### src/sblc_pkg.sv
`timescale 1ns / 1ps
// ----------------------------------------------------------------------------
// sblc_pkg: shared types for the sector buffer LRU directory
// Probe record that walks the cell chain, update command broadcast to the
// cells, and the controller state encoding.
// ----------------------------------------------------------------------------
package sblc_pkg;

  localparam int SECTOR_W = 31;
  localparam int STAMP_W  = 32;
  localparam int COUNT_W  = 5;
  localparam int SLOT_W   = 4;

  // Search record carried from cell to cell (indexes travel beside it)
  typedef struct packed {
    logic                op;
    logic [SECTOR_W-1:0] sector;
    logic                drive_ok;
    logic                hit;
    logic                empty_found;
    logic [STAMP_W-1:0]  best_stamp;
  } probe_t;

  // Directory write command, applied by every cell at the same edge
  typedef struct packed {
    logic                clear_all;
    logic                fill;
    logic                touch;
    logic [SECTOR_W-1:0] sector;
    logic [STAMP_W-1:0]  stamp;
  } upd_t;

  typedef enum logic [1:0] {
    ST_IDLE,
    ST_SCAN,
    ST_FINISH
  } state_t;

  localparam logic OP_LOOKUP = 1'b0;
  localparam logic OP_CLEAR  = 1'b1;

endpackage

### src/sblc_cell.sv
`timescale 1ns / 1ps
// ----------------------------------------------------------------------------
// sblc_cell: one directory entry of the sector buffer chain
// Holds valid, sector and stamp of one buffer, folds its entry into the
// passing probe (hit, first empty, smallest stamp) and registers the result
// for the next cell. Applies broadcast directory updates.
// ----------------------------------------------------------------------------
module sblc_cell #(
  parameter int IDX  = 0,
  parameter int IW   = 4,
  parameter int CNTW = 5
) (
  input  logic            clk,
  input  logic            rst,
  input  logic [CNTW-1:0] n_eff,
  input  logic            pin_valid,
  input  sblc_pkg::probe_t pin,
  input  logic [IW-1:0]   pin_hit_idx,
  input  logic [IW-1:0]   pin_empty_idx,
  input  logic [IW-1:0]   pin_best_idx,
  output logic            pout_valid,
  output sblc_pkg::probe_t pout,
  output logic [IW-1:0]   pout_hit_idx,
  output logic [IW-1:0]   pout_empty_idx,
  output logic [IW-1:0]   pout_best_idx,
  input  sblc_pkg::upd_t  upd,
  input  logic [IW-1:0]   upd_idx
);
  import sblc_pkg::*;

  localparam logic [IW-1:0]   MY_IDX  = IW'(IDX);
  localparam logic [CNTW-1:0] MY_CNT  = CNTW'(IDX);
  localparam bit              IS_HEAD = (IDX == 0);

  logic                entry_valid;
  logic [SECTOR_W-1:0] entry_sector;
  logic [STAMP_W-1:0]  entry_stamp;

  probe_t        probe_next;
  logic [IW-1:0] hit_idx_next;
  logic [IW-1:0] empty_idx_next;
  logic [IW-1:0] best_idx_next;
  logic          active;

  // Fold this entry into the probe
  always_comb begin
    active         = (MY_CNT < n_eff);
    probe_next     = pin;
    hit_idx_next   = pin_hit_idx;
    empty_idx_next = pin_empty_idx;
    best_idx_next  = pin_best_idx;
    if (active) begin
      if (!pin.hit && entry_valid && (entry_sector == pin.sector)) begin
        probe_next.hit = 1'b1;
        hit_idx_next   = MY_IDX;
      end
      if (!pin.empty_found && !entry_valid) begin
        probe_next.empty_found = 1'b1;
        empty_idx_next         = MY_IDX;
      end
      // strict compare keeps the lowest slot on a tie
      if (IS_HEAD || (entry_stamp < pin.best_stamp)) begin
        probe_next.best_stamp = entry_stamp;
        best_idx_next         = MY_IDX;
      end
    end
  end

  // Hand the probe to the neighbor
  always_ff @(posedge clk) begin
    if (rst) begin
      pout_valid <= 1'b0;
    end else begin
      pout_valid <= pin_valid;
    end
  end

  always_ff @(posedge clk) begin
    if (pin_valid) begin
      pout           <= probe_next;
      pout_hit_idx   <= hit_idx_next;
      pout_empty_idx <= empty_idx_next;
      pout_best_idx  <= best_idx_next;
    end
  end

  // Apply directory updates
  always_ff @(posedge clk) begin
    if (rst) begin
      entry_valid <= 1'b0;
      entry_stamp <= '0;
    end else if (upd.clear_all) begin
      entry_valid <= 1'b0;
    end else if (upd.fill && (upd_idx == MY_IDX)) begin
      entry_valid <= 1'b1;
      entry_stamp <= upd.stamp;
    end else if (upd.touch && (upd_idx == MY_IDX)) begin
      entry_stamp <= upd.stamp;
    end
  end

  always_ff @(posedge clk) begin
    if (upd.fill && !upd.clear_all && (upd_idx == MY_IDX)) begin
      entry_sector <= upd.sector;
    end
  end

endmodule

### src/sector_buffer_lru_cache.sv
`timescale 1ns / 1ps
// ----------------------------------------------------------------------------
// sector_buffer_lru_cache: fully associative sector buffer directory
// Timestamp LRU replacement over a chain of entry cells; lookup, fill on
// drive success, flush on drive failure or on a clear transaction.
// ----------------------------------------------------------------------------
//  channel   direction  fields
//  s_*       in         tdata: sector[30:0], drive_ok[31]; tuser: operation[0]
//  m_*       out        tdata: hit[0], slot[4:1], read_issued[5], ok[6]
//  cfg_*     in         cfg_wdata: buffers_in_use[4:0]
//
//  No transaction is accepted until the previous one is through: the probe
//  walks the cell chain one cell per cycle, then the decision state decides,
//  writes the directory and loads the result.
//  A finished result waits in the output register; the decision cycle holds
//  while a previous result is still not taken. Reset is synchronous and
//  empties the directory; it leaves no clearing pass.
// ----------------------------------------------------------------------------
module sector_buffer_lru_cache #(
  parameter int NUM_BUFFERS = 16
) (
  input  logic        clk,
  input  logic        rst,
  input  logic        s_tvalid,
  output logic        s_tready,
  input  logic [31:0] s_tdata,   // sector[30:0], drive_ok[31]
  input  logic [0:0]  s_tuser,   // operation[0]
  output logic        m_tvalid,
  input  logic        m_tready,
  output logic [7:0]  m_tdata,   // hit[0], slot[4:1], read_issued[5], ok[6], zero
  input  logic        cfg_we,
  input  logic [4:0]  cfg_wdata
);
  import sblc_pkg::*;

  localparam int IW   = (NUM_BUFFERS > 1) ? $clog2(NUM_BUFFERS) : 1;
  localparam int CNTW = $clog2(NUM_BUFFERS + 1);
  localparam int CMPW = (CNTW > COUNT_W) ? CNTW : COUNT_W;
  localparam logic [CMPW-1:0] MAX_CNT = CMPW'(NUM_BUFFERS);

  logic [COUNT_W-1:0] buffers_in_use;
  logic [CNTW-1:0]    n_eff;
  logic [CMPW-1:0]    biu_ext;
  logic [STAMP_W-1:0] tick;
  state_t             state, state_next;

  logic                  accept;
  logic [NUM_BUFFERS:0]  chain_valid;
  probe_t                chain_probe     [NUM_BUFFERS+1];
  logic [IW-1:0]         chain_hit_idx   [NUM_BUFFERS+1];
  logic [IW-1:0]         chain_empty_idx [NUM_BUFFERS+1];
  logic [IW-1:0]         chain_best_idx  [NUM_BUFFERS+1];

  upd_t          upd;
  logic [IW-1:0] upd_idx;
  logic          fire;
  probe_t        lp;
  logic [IW-1:0] loc;
  logic          res_hit, res_read, res_ok;
  logic [IW-1:0] res_idx;

  // Configuration register
  always_ff @(posedge clk) begin
    if (rst) begin
      buffers_in_use <= COUNT_W'(16);
    end else if (cfg_we) begin
      buffers_in_use <= cfg_wdata;
    end
  end

  // Saturate the buffer count into 1..NUM_BUFFERS
  always_comb begin
    biu_ext = CMPW'(buffers_in_use);
    if (biu_ext == '0) begin
      n_eff = CNTW'(1);
    end else if (biu_ext > MAX_CNT) begin
      n_eff = CNTW'(NUM_BUFFERS);
    end else begin
      n_eff = CNTW'(biu_ext);
    end
  end

  assign s_tready = (state == ST_IDLE);
  assign accept   = s_tvalid && s_tready;

  // Feed the head of the chain straight from the input
  always_comb begin
    chain_valid[0]          = accept;
    chain_probe[0]          = '0;
    chain_probe[0].op       = s_tuser[0];
    chain_probe[0].sector   = s_tdata[30:0];
    chain_probe[0].drive_ok = s_tdata[31];
    chain_hit_idx[0]        = '0;
    chain_empty_idx[0]      = '0;
    chain_best_idx[0]       = '0;
  end

  for (genvar i = 0; i < NUM_BUFFERS; i++) begin : g_cell
    sblc_cell #(
      .IDX  (i),
      .IW   (IW),
      .CNTW (CNTW)
    ) u_cell (
      .clk            (clk),
      .rst            (rst),
      .n_eff          (n_eff),
      .pin_valid      (chain_valid[i]),
      .pin            (chain_probe[i]),
      .pin_hit_idx    (chain_hit_idx[i]),
      .pin_empty_idx  (chain_empty_idx[i]),
      .pin_best_idx   (chain_best_idx[i]),
      .pout_valid     (chain_valid[i+1]),
      .pout           (chain_probe[i+1]),
      .pout_hit_idx   (chain_hit_idx[i+1]),
      .pout_empty_idx (chain_empty_idx[i+1]),
      .pout_best_idx  (chain_best_idx[i+1]),
      .upd            (upd),
      .upd_idx        (upd_idx)
    );
  end

  // Advance the access tick on each accepted lookup
  always_ff @(posedge clk) begin
    if (rst) begin
      tick <= '0;
    end else if (accept && (s_tuser[0] == OP_LOOKUP)) begin
      tick <= tick + 1'b1;
    end
  end

  // Controller state register
  always_ff @(posedge clk) begin
    if (rst) begin
      state <= ST_IDLE;
    end else begin
      state <= state_next;
    end
  end

  assign fire = (state == ST_FINISH) && (!m_tvalid || m_tready);

  // Next state
  always_comb begin
    state_next = state;
    unique case (state)
      ST_IDLE:   if (accept) state_next = ST_SCAN;
      ST_SCAN:   if (chain_valid[NUM_BUFFERS]) state_next = ST_FINISH;
      ST_FINISH: if (fire) state_next = ST_IDLE;
      default:   state_next = ST_IDLE;
    endcase
  end

  // Decide hit, fill or flush from the probe at the chain end
  always_comb begin
    lp         = chain_probe[NUM_BUFFERS];
    loc        = lp.empty_found ? chain_empty_idx[NUM_BUFFERS] : chain_best_idx[NUM_BUFFERS];
    upd        = '0;
    upd.sector = lp.sector;
    upd.stamp  = tick;
    upd_idx    = loc;
    res_hit    = 1'b0;
    res_read   = 1'b0;
    res_ok     = 1'b1;
    res_idx    = '0;
    if (lp.op == OP_CLEAR) begin
      upd.clear_all = fire;
    end else if (lp.hit) begin
      upd.touch = fire;
      upd_idx   = chain_hit_idx[NUM_BUFFERS];
      res_hit   = 1'b1;
      res_idx   = chain_hit_idx[NUM_BUFFERS];
    end else if (lp.drive_ok) begin
      upd.fill = fire;
      res_read = 1'b1;
      res_idx  = loc;
    end else begin
      upd.clear_all = fire;
      res_read      = 1'b1;
      res_ok        = 1'b0;
    end
  end

  // Output register
  always_ff @(posedge clk) begin
    if (rst) begin
      m_tvalid <= 1'b0;
    end else if (fire) begin
      m_tvalid <= 1'b1;
    end else if (m_tready) begin
      m_tvalid <= 1'b0;
    end
  end

  always_ff @(posedge clk) begin
    if (fire) begin
      m_tdata <= {1'b0, res_ok, res_read, SLOT_W'(res_idx), res_hit};
    end
  end

`ifndef NO_ASSERTIONS
  // at most one transaction in the chain
  a_one_in_chain: assert property (@(posedge clk) disable iff (rst)
    $onehot0(chain_valid[NUM_BUFFERS:1]))
    else $error("more than one probe in the cell chain");

  // no acceptance while a transaction is in flight
  a_no_overlap: assert property (@(posedge clk) disable iff (rst)
    accept |=> !s_tready)
    else $error("input accepted while busy");

  // a result appears only from the decision cycle
  a_result_src: assert property (@(posedge clk) disable iff (rst)
    $rose(m_tvalid) |-> $past(state == ST_FINISH))
    else $error("result loaded outside the decision cycle");

  // a lookup advances the tick by one
  a_tick_step: assert property (@(posedge clk) disable iff (rst)
    accept && (s_tuser[0] == OP_LOOKUP) |=> tick == $past(tick) + 32'd1)
    else $error("access tick did not advance");
`endif

endmodule

### config.mk
export PLATFORM = sky130hd
export DESIGN_NAME = sector_buffer_lru_cache
export DESIGN_NICKNAME = d
export VERILOG_FILES = /design/src/sblc_pkg.sv /design/src/sblc_cell.sv /design/src/sector_buffer_lru_cache.sv
export SDC_FILE = /design/constraint.sdc
export NUM_CORES = 2
export LEC_CHECK = 0
export BUFFER_PORTS_ARGS = -buffer_cell sky130_fd_sc_hd__buf_2
export CAP_MARGIN = 20
export CORE_UTILIZATION = 53
export DETAILED_ROUTE_END_ITERATION = 6
export PLACE_DENSITY = 0.67
export SYNTH_ARGS = -nofsm -noshare
export SYNTH_HDL_FRONTEND = slang
export SYNTH_SLANG_ARGS = --single-unit
export TNS_END_PERCENT = 20
### constraint.sdc
create_clock -name clk -period 4 [get_ports clk]
set_input_delay 0 -clock clk [delete_from_list [all_inputs] [get_ports clk]]
set_output_delay 0 -clock clk [all_outputs]
set_load 0.03 [all_outputs]
# Word level (Yosys, flattened, before mapping)
# Cells that the tools add are included.
[classes]
bitwise_logic = 2
mux = 203
reduce_logical = 185
order_cmp = 32
n_addsub = 1
n_eq_ne = 36
[ops]
columns = ["operator", "n"]
rows = [
  ["$mux W32", 47],
  ["$mux W34", 15],
  ["$eq A31 B31 Y1", 16],
  ["$lt A32 B32 Y1", 15],
  ["$mux W4", 89],
  ["$logic_and A1 B1 Y1", 98],
  ["$logic_not A1 Y1", 47],
  ["$mux W1", 44],
  ["$lt A4 B5 Y1 const A", 8],
  ["$reduce_bool A2 Y1", 17],
  ["$add A32 B1 Y32 const B", 1],
  ["$eq A4 B4 Y1 const B", 8],
  ["$reduce_and A2 Y1", 16],
  ["$lt A3 B5 Y1 const A", 4],
  ["$eq A4 B3 Y1 const B", 4],
  ["$lt A1 B5 Y1 const A", 2],
  ["$lt A2 B5 Y1 const A", 2],
  ["$mux W2", 5],
  ["$mux W5", 2],
  ["$eq A4 B2 Y1 const B", 2],
  ["$pmux W2 S3", 1],
  ["$gt A5 B5 Y1 const B", 1],
  ["$logic_not A5 Y1", 1],
  ["$eq A4 B1 Y1 const B", 1],
  ["10 further kinds", 13],
]
[totals]
wordCells = 669
output_inout_bits = 10
reg_bits = 2307

# Depth between registers and ports, before layout
[logic_depth]
depth_word = 9
ltp_mapped = 11
mapped_depth_nobuf = 9

# Cells and area by module
# Synthesis repeated with hierarchy kept, for this count alone.
[hier_totals]
hier_cells = 7650
area_unflattened_um2 = 100905.5
[by_module_without_submodules]
columns = ["mod", "area_per_inst_um2", "cells_per_inst", "n_inst", "seq_area_each_um2"]
rows = [
  ["sblc_cell (g_cell[14].u_cell ...)", 6252.2, 468, 2, 3983.8],
  ["sblc_cell (g_cell[2].u_cell ...)", 6247.2, 468, 2, 3983.8],
  ["sblc_cell (g_cell[11].u_cell)", 6271.0, 468, 1, 3983.8],
  ["sblc_cell (g_cell[10].u_cell)", 6252.2, 469, 1, 3983.8],
  ["sblc_cell (g_cell[8].u_cell)", 6247.2, 469, 1, 3983.8],
  ["sblc_cell (g_cell[12].u_cell)", 6241.0, 470, 1, 3983.8],
  ["sblc_cell (g_cell[3].u_cell)", 6241.0, 469, 1, 3983.8],
  ["sblc_cell (g_cell[4].u_cell)", 6239.7, 469, 1, 3983.8],
  ["sblc_cell (g_cell[6].u_cell)", 6236.0, 468, 1, 3983.8],
  ["sblc_cell (g_cell[13].u_cell)", 6211.0, 465, 1, 3983.8],
  ["sblc_cell (g_cell[9].u_cell)", 6114.6, 470, 1, 3983.8],
  ["sblc_cell (g_cell[15].u_cell)", 6102.1, 468, 1, 3983.8],
  ["sblc_cell (g_cell[7].u_cell)", 6098.3, 470, 1, 3983.8],
  ["sblc_cell (g_cell[0].u_cell)", 5365.1, 360, 1, 3983.8],
  ["sector_buffer_lru_cache", 2287.2, 263, 1, 1011.0],
]

# Least setup slack after synthesis
# OpenSTA, ideal clock, no wires.
[synth_timing]
kind = "reg-to-reg"
start = "register g_cell[15].u_cell.pout[32] (netlist name)"
end = "register g_cell[9].u_cell.entry_sector[0] (enable)"
arrival_ns = 2.841
n_path_buf = 0
path_slack_ns = 0.738
synth_period_minus_slack_ns = 3.262
stages_incl_launch_ff = 6
cell_sequence = "edfxtp_1 mux2_2 mux2_2 nor2b_1 nand2_1 nor2_1"
[synth_between]
elab_chain_len = 5
[synth_lines]
columns = ["item", "line", "rtl"]
rows = [
  ["start, declared", "sblc_cell.sv:22", "output sblc_pkg::probe_t pout,"],
  ["start signal, assigned", "sblc_cell.sv:80", "pout <= probe_next;"],
  ["$mux W4 (*)", "sector_buffer_lru_cache.sv:156", "loc = lp.empty_found ? chain_empty_idx[NUM_BUFFERS] : chain_best_idx[NUM_BUFFERS];"],
  ["$mux W4", "sector_buffer_lru_cache.sv:167", "end else if (lp.hit) begin"],
  ["$mux W4 (*)", "sector_buffer_lru_cache.sv:165", "if (lp.op == OP_CLEAR) begin"],
  ["$eq A4 B4 Y1 (*)", "sblc_cell.sv:103", "if (upd.fill && !upd.clear_all && (upd_idx == MY_IDX)) begin"],
  ["$logic_and A1 B1 Y1 (*)", "sblc_cell.sv:103", ""],
  ["end signal, assigned", "sblc_cell.sv:104", "entry_sector <= upd.sector;"],
  ["end, declared", "sblc_cell.sv:36", "logic [SECTOR_W-1:0] entry_sector;"],
]
# Every way passes the cells marked *; elsewhere a longest branch is shown, timed or not.
# A chain may end at the register's enable or synchronous reset.

==> run_results.csv <==
group,metric,value,unit
status,status,"complete, no violations",
critical_path,cp-end-kind,"register",
layout,area_growth_syn_to_layout,11.91,%
clock_tree,cts-root-buf,"clkbuf_16",
drt,drc,0,
critical_path,r2r_setup_slack,0.54,ns
synth,async_flop_share,0,%
synth,synth_fp_nets,7714,
synth,synthCells,7205,
drt,drtIter0Drc,3460,
drt,post_drt_wl_per_cell,19.88,um
clock_tree,htreeDepth,4,
floorplan,die_w,426.1,um
timing,fin_skew,0.03679,ns
synth,synth-xor-area-share,4.797,%
floorplan,die_area,181500,um^2
clock_tree,cts_buffer_depth,3,
pwr,power,47.13,mW
synth,synthSimpleGateAreaFrac,8.516,%
synth,synthMuxAreaShare,6.812,%
global_routing,grt_pass1_vias,53430,
timing,rsz0062_at_grt,"no",
critical_path,worstPathArrival,4.05,ns
synth,synth_edf_count,1690,
global_routing,grt_pass1_wl,306500,um
critical_path,reg2reg_from,"biu_ext[4]$_SDFFE_PP1P_",
floorplan,die_h,426.1,um
timing,hold_viol_final,0,
synth,yosysSeqAreaShare,65.52,%
timing,period_minus_slack,3.459,ns
layout,multiInputGateArea,29820,um^2
drt,vias,53400,
critical_path,worstSetupPathType,"register to register",
synth,synth_compound_area_share,4.880,%
placement,port-buffer-count,51,
timing,max_freq,0.2891,GHz
global_routing,antenna_found_initial,2,
placement,hpwl,139800,um
synth,synthAdderAreaFrac,6.118,%
worst_hold_path,whs_path_depth,5,
drt,via_per_inst,5.370,
critical_path,cp_data_required_time,4.59,ns
drt,ant_nets,0,
layout,seq_area,62490,um^2
timing,period_share,86.48,%
timing,finalSetupViolations,0,
synth,syn_area,95300,um^2
global_routing,grt_max_degree,149,
synth,yosysUniqueCellTypes,69,
worst_hold_path,holdPathEnd,"state[1]$_SDFFE_PP0P_",
worst_hold_path,hold_path.startpoint,"m_tready",
critical_path,r2r_cells,7,
clock_tree,insertion_delay,0.86,ns
layout,drive_gt1_share,12.90,%
synth,ys_ff_latch,2274,
synth,synth_top_family_by_area,"simple AND/OR/NAND/NOR gates",
floorplan,io_pins,53,
clock_tree,cts_inserted_buffers,224,
floorplan,rows,155,
worst_hold_path,hold_path.class,"primary input to register",
timing,tightest_slew,1.108,ns
pwr,pwr_density_cell,441.9,nW/um^2
critical_path,cp_max_fo,20,
pwr,leakage,40.72,nW
clock_tree,cts.sinks,2274,
critical_path,reg2reg_to,"g_cell[12].u_cell.pout[9]$_DFFE_PP_",
global_routing,track_usage,21.75,%
layout,fill_cells,13500,
layout,nNetsFinal,7897,
critical_path,cp-start-kind,"register",
floorplan,start_util,53.36,%
flow_run,drv_cap,0,
timing,finalMaxSlewViolations,0,
floorplan,core_area,178600,um^2
pwr,ir_drop,0.5193,mV
global_routing,gr-total-overflow,0,
timing,tns,0,ns
clock_tree,clk_pin_slew,0.06,ns
timing,relSlewSlack,26.11,%
synth,synth.avg_cell_area,13.23,um^2
placement,place.gp.congestion,0.8676,
drt,wirelength,197700,um
synth,ys.flop_type,"edfxtp_1",
layout,diodes,0,
drt,dr.pass1.iters,6,
synth,ys_warn_count,0,
clock_tree,cts_tree,"done",
[state kept, by name, summed over array words and instances, names as in the netlist]
register	cells
g_cell.u_cell.pout	1040
tick	32
m_tvalid	1
g_cell.u_cell.pout_empty_idx	49
g_cell.u_cell.pout_valid	16
state	2
g_cell.u_cell.entry_valid	16
g_cell.u_cell.pout_best_idx	49
g_cell.u_cell.entry_sector	496
g_cell.u_cell.entry_stamp	512
biu_ext	5
m_tdata	7
g_cell.u_cell.pout_hit_idx	49
[worst max-delay path, stage by stage, from the launching register on]
cell and delay, ns:
dfxtp_1 0.93, a31oi_1 0.41, nor2_1 0.22, nand2_1 0.12, a2111oi_1 0.63, o21ai_4 0.35, buf_12 0.26, mux2_2 0.28
[report_power, final]
| part | internal [mW] | switching [mW] |
|---|---|---|
| sequential | 25.2 | 0.110 |
| clock | 12.1 | 8.83 |
| combinational | 0.407 | 0.515 |
| total | 37.7 | 9.45 |
[cell families after synthesis]
logic type | after synthesis
flops | 2274
buf+inv | 782
simple gates | 1757
mux | 596
other cells | 1
compound gates | 807
fa+ha+maj | 466
xor+xnor | 522
[through the flow]
| step | instance area [um^2] | std cells | setup slack, ns | hold WS, ns | utilization, % |
|---|---|---|---|---|---|
| 6_report | 106700 | 9944 | 0.5407 | 0.08474 | 59.71 |
| 5_1_grt | 106700 | 9944 | 0.3822 | 0.08295 | 59.71 |
| 4_1_cts | 106700 | 9944 | 0.5496 | 0.01927 | 59.71 |
| 3_5_place_dp | 98380 | 9431 | 0.5499 | 0.1826 | 55.08 |
| 3_3_place_gp | 98370 | 9430 | 0.6610 | 0.1805 | 55.07 |
| 2_1_floorplan | 95300 | 7205 | 0.7382 | 0.09887 | - |
[Yosys cell counts, drive strengths merged, types with 3 or more instances]
cell | number | area [um^2]
a221o | 5 | 50.05
ha | 466 | 5831
edfxtp | 1690 | 50750
xnor2 | 270 | 2365
nor4 | 88 | 550.5
o21ai | 104 | 524.3
o221ai | 4 | 35.03
clkbuf | 191 | 716.9
nand4b | 4 | 35.03
a211oi | 20 | 187.7
nand4 | 172 | 1076
nand2 | 781 | 2932
buf | 110 | 675.6
and4 | 7 | 61.31
mux2 | 421 | 4741
nand3 | 57 | 285.3
mux2i | 175 | 1752
o21a | 19 | 142.6
and2 | 20 | 125.1
o21bai | 17 | 127.6
o311ai | 4 | 35.03
nand2b | 57 | 356.6
or2 | 65 | 406.6
xor2 | 252 | 2207
a2111oi | 12 | 112.6
a211o | 5 | 43.79
a21oi | 515 | 2600
nand3b | 8 | 60.06
a31oi | 7 | 43.79
o41ai | 5 | 43.79
inv | 479 | 1798
or3 | 13 | 81.33
a21o | 68 | 510.5
nor2b | 77 | 481.7
nor3 | 56 | 280.3
and3 | 9 | 56.30
a41oi | 3 | 26.28
nor2 | 338 | 1271
dfxtp | 584 | 11690
a221oi | 8 | 70.07
[cells in the final DEF (no fill, tap or decap), types with 18 or more instances in the layout]
cell / n
mux2_1: 61
mux2_2: 360
or2_2: 64
ha_1: 466
clkinv_2: 40
nand4_1: 172
buf_2: 50
inv_1: 479
xnor2_1: 270
nor2_2: 19
clkinv_1: 39
and2_1: 18
xor2_1: 252
o21a_1: 19
nor2b_1: 77
clkbuf_8: 28
edfxtp_1: 1690
nand3_1: 57
nor2_1: 311
mux2i_1: 175
clkbuf_1: 64
clkbuf_16: 227
o21ai_0: 95
nand2_1: 781
nor4_1: 88
buf_4: 109
nand2b_1: 57
dlygate4sd3_1: 86
a21oi_1: 510
a21o_1: 68
dfxtp_1: 569
nor3_1: 56
[layout make-up]
class / instances / area share, %
Sequential cell: 2274 / 58.59
Multi-Input combinational cell: 4149 / 27.96
Clock buffer: 319 / 5.913
Tap cell: 2355 / 2.763
Timing Repair Buffer: 258 / 2.044
Inverter: 481 / 1.693
Clock inverter: 108 / 1.036
[what timing repair did]
action | in CTS | in global routing
hold buffers | 86 | 0
resized for setup | 0 | 0
setup buffers | 0 | 0
hold endpoints to repair | 175 | 0
[routing by layer]
layer | global-route usage (%) | vias up | wire length, um
met5 | 0 | - | 0
met4 | 7.581 | 0 | 6085
met3 | 3.216 | 336 | 8206
met2 | 35.34 | 1014 | 93110
met1 | 29.86 | 26070 | 90280
li1 | - | 25980 | -
[how the worst max path moves through the flow]
stage                                    startpoint                                          to  slack, ns  depth (start not counted)
6_report                    biu_ext[4]$_SDFFE_PP1P_         g_cell[12].u_cell.pout[9]$_DFFE_PP_       0.54                          7
4_1_cts                     biu_ext[4]$_SDFFE_PP1P_         g_cell[12].u_cell.pout[9]$_DFFE_PP_       0.55                          7
2_1_floorplan  g_cell[15].u_cell.pout[32]$_DFFE_PP_  g_cell[9].u_cell.entry_sector[0]$_DFFE_PP_       0.74                          5
3_5_place_dp                biu_ext[4]$_SDFFE_PP1P_         g_cell[12].u_cell.pout[3]$_DFFE_PP_       0.55                          7
5_1_grt                     biu_ext[4]$_SDFFE_PP1P_         g_cell[12].u_cell.pout[6]$_DFFE_PP_       0.38                          7
3_3_place_gp                biu_ext[4]$_SDFFE_PP1P_         g_cell[12].u_cell.pout[2]$_DFFE_PP_       0.66                          7
Power figures use the tool's default switching activity.
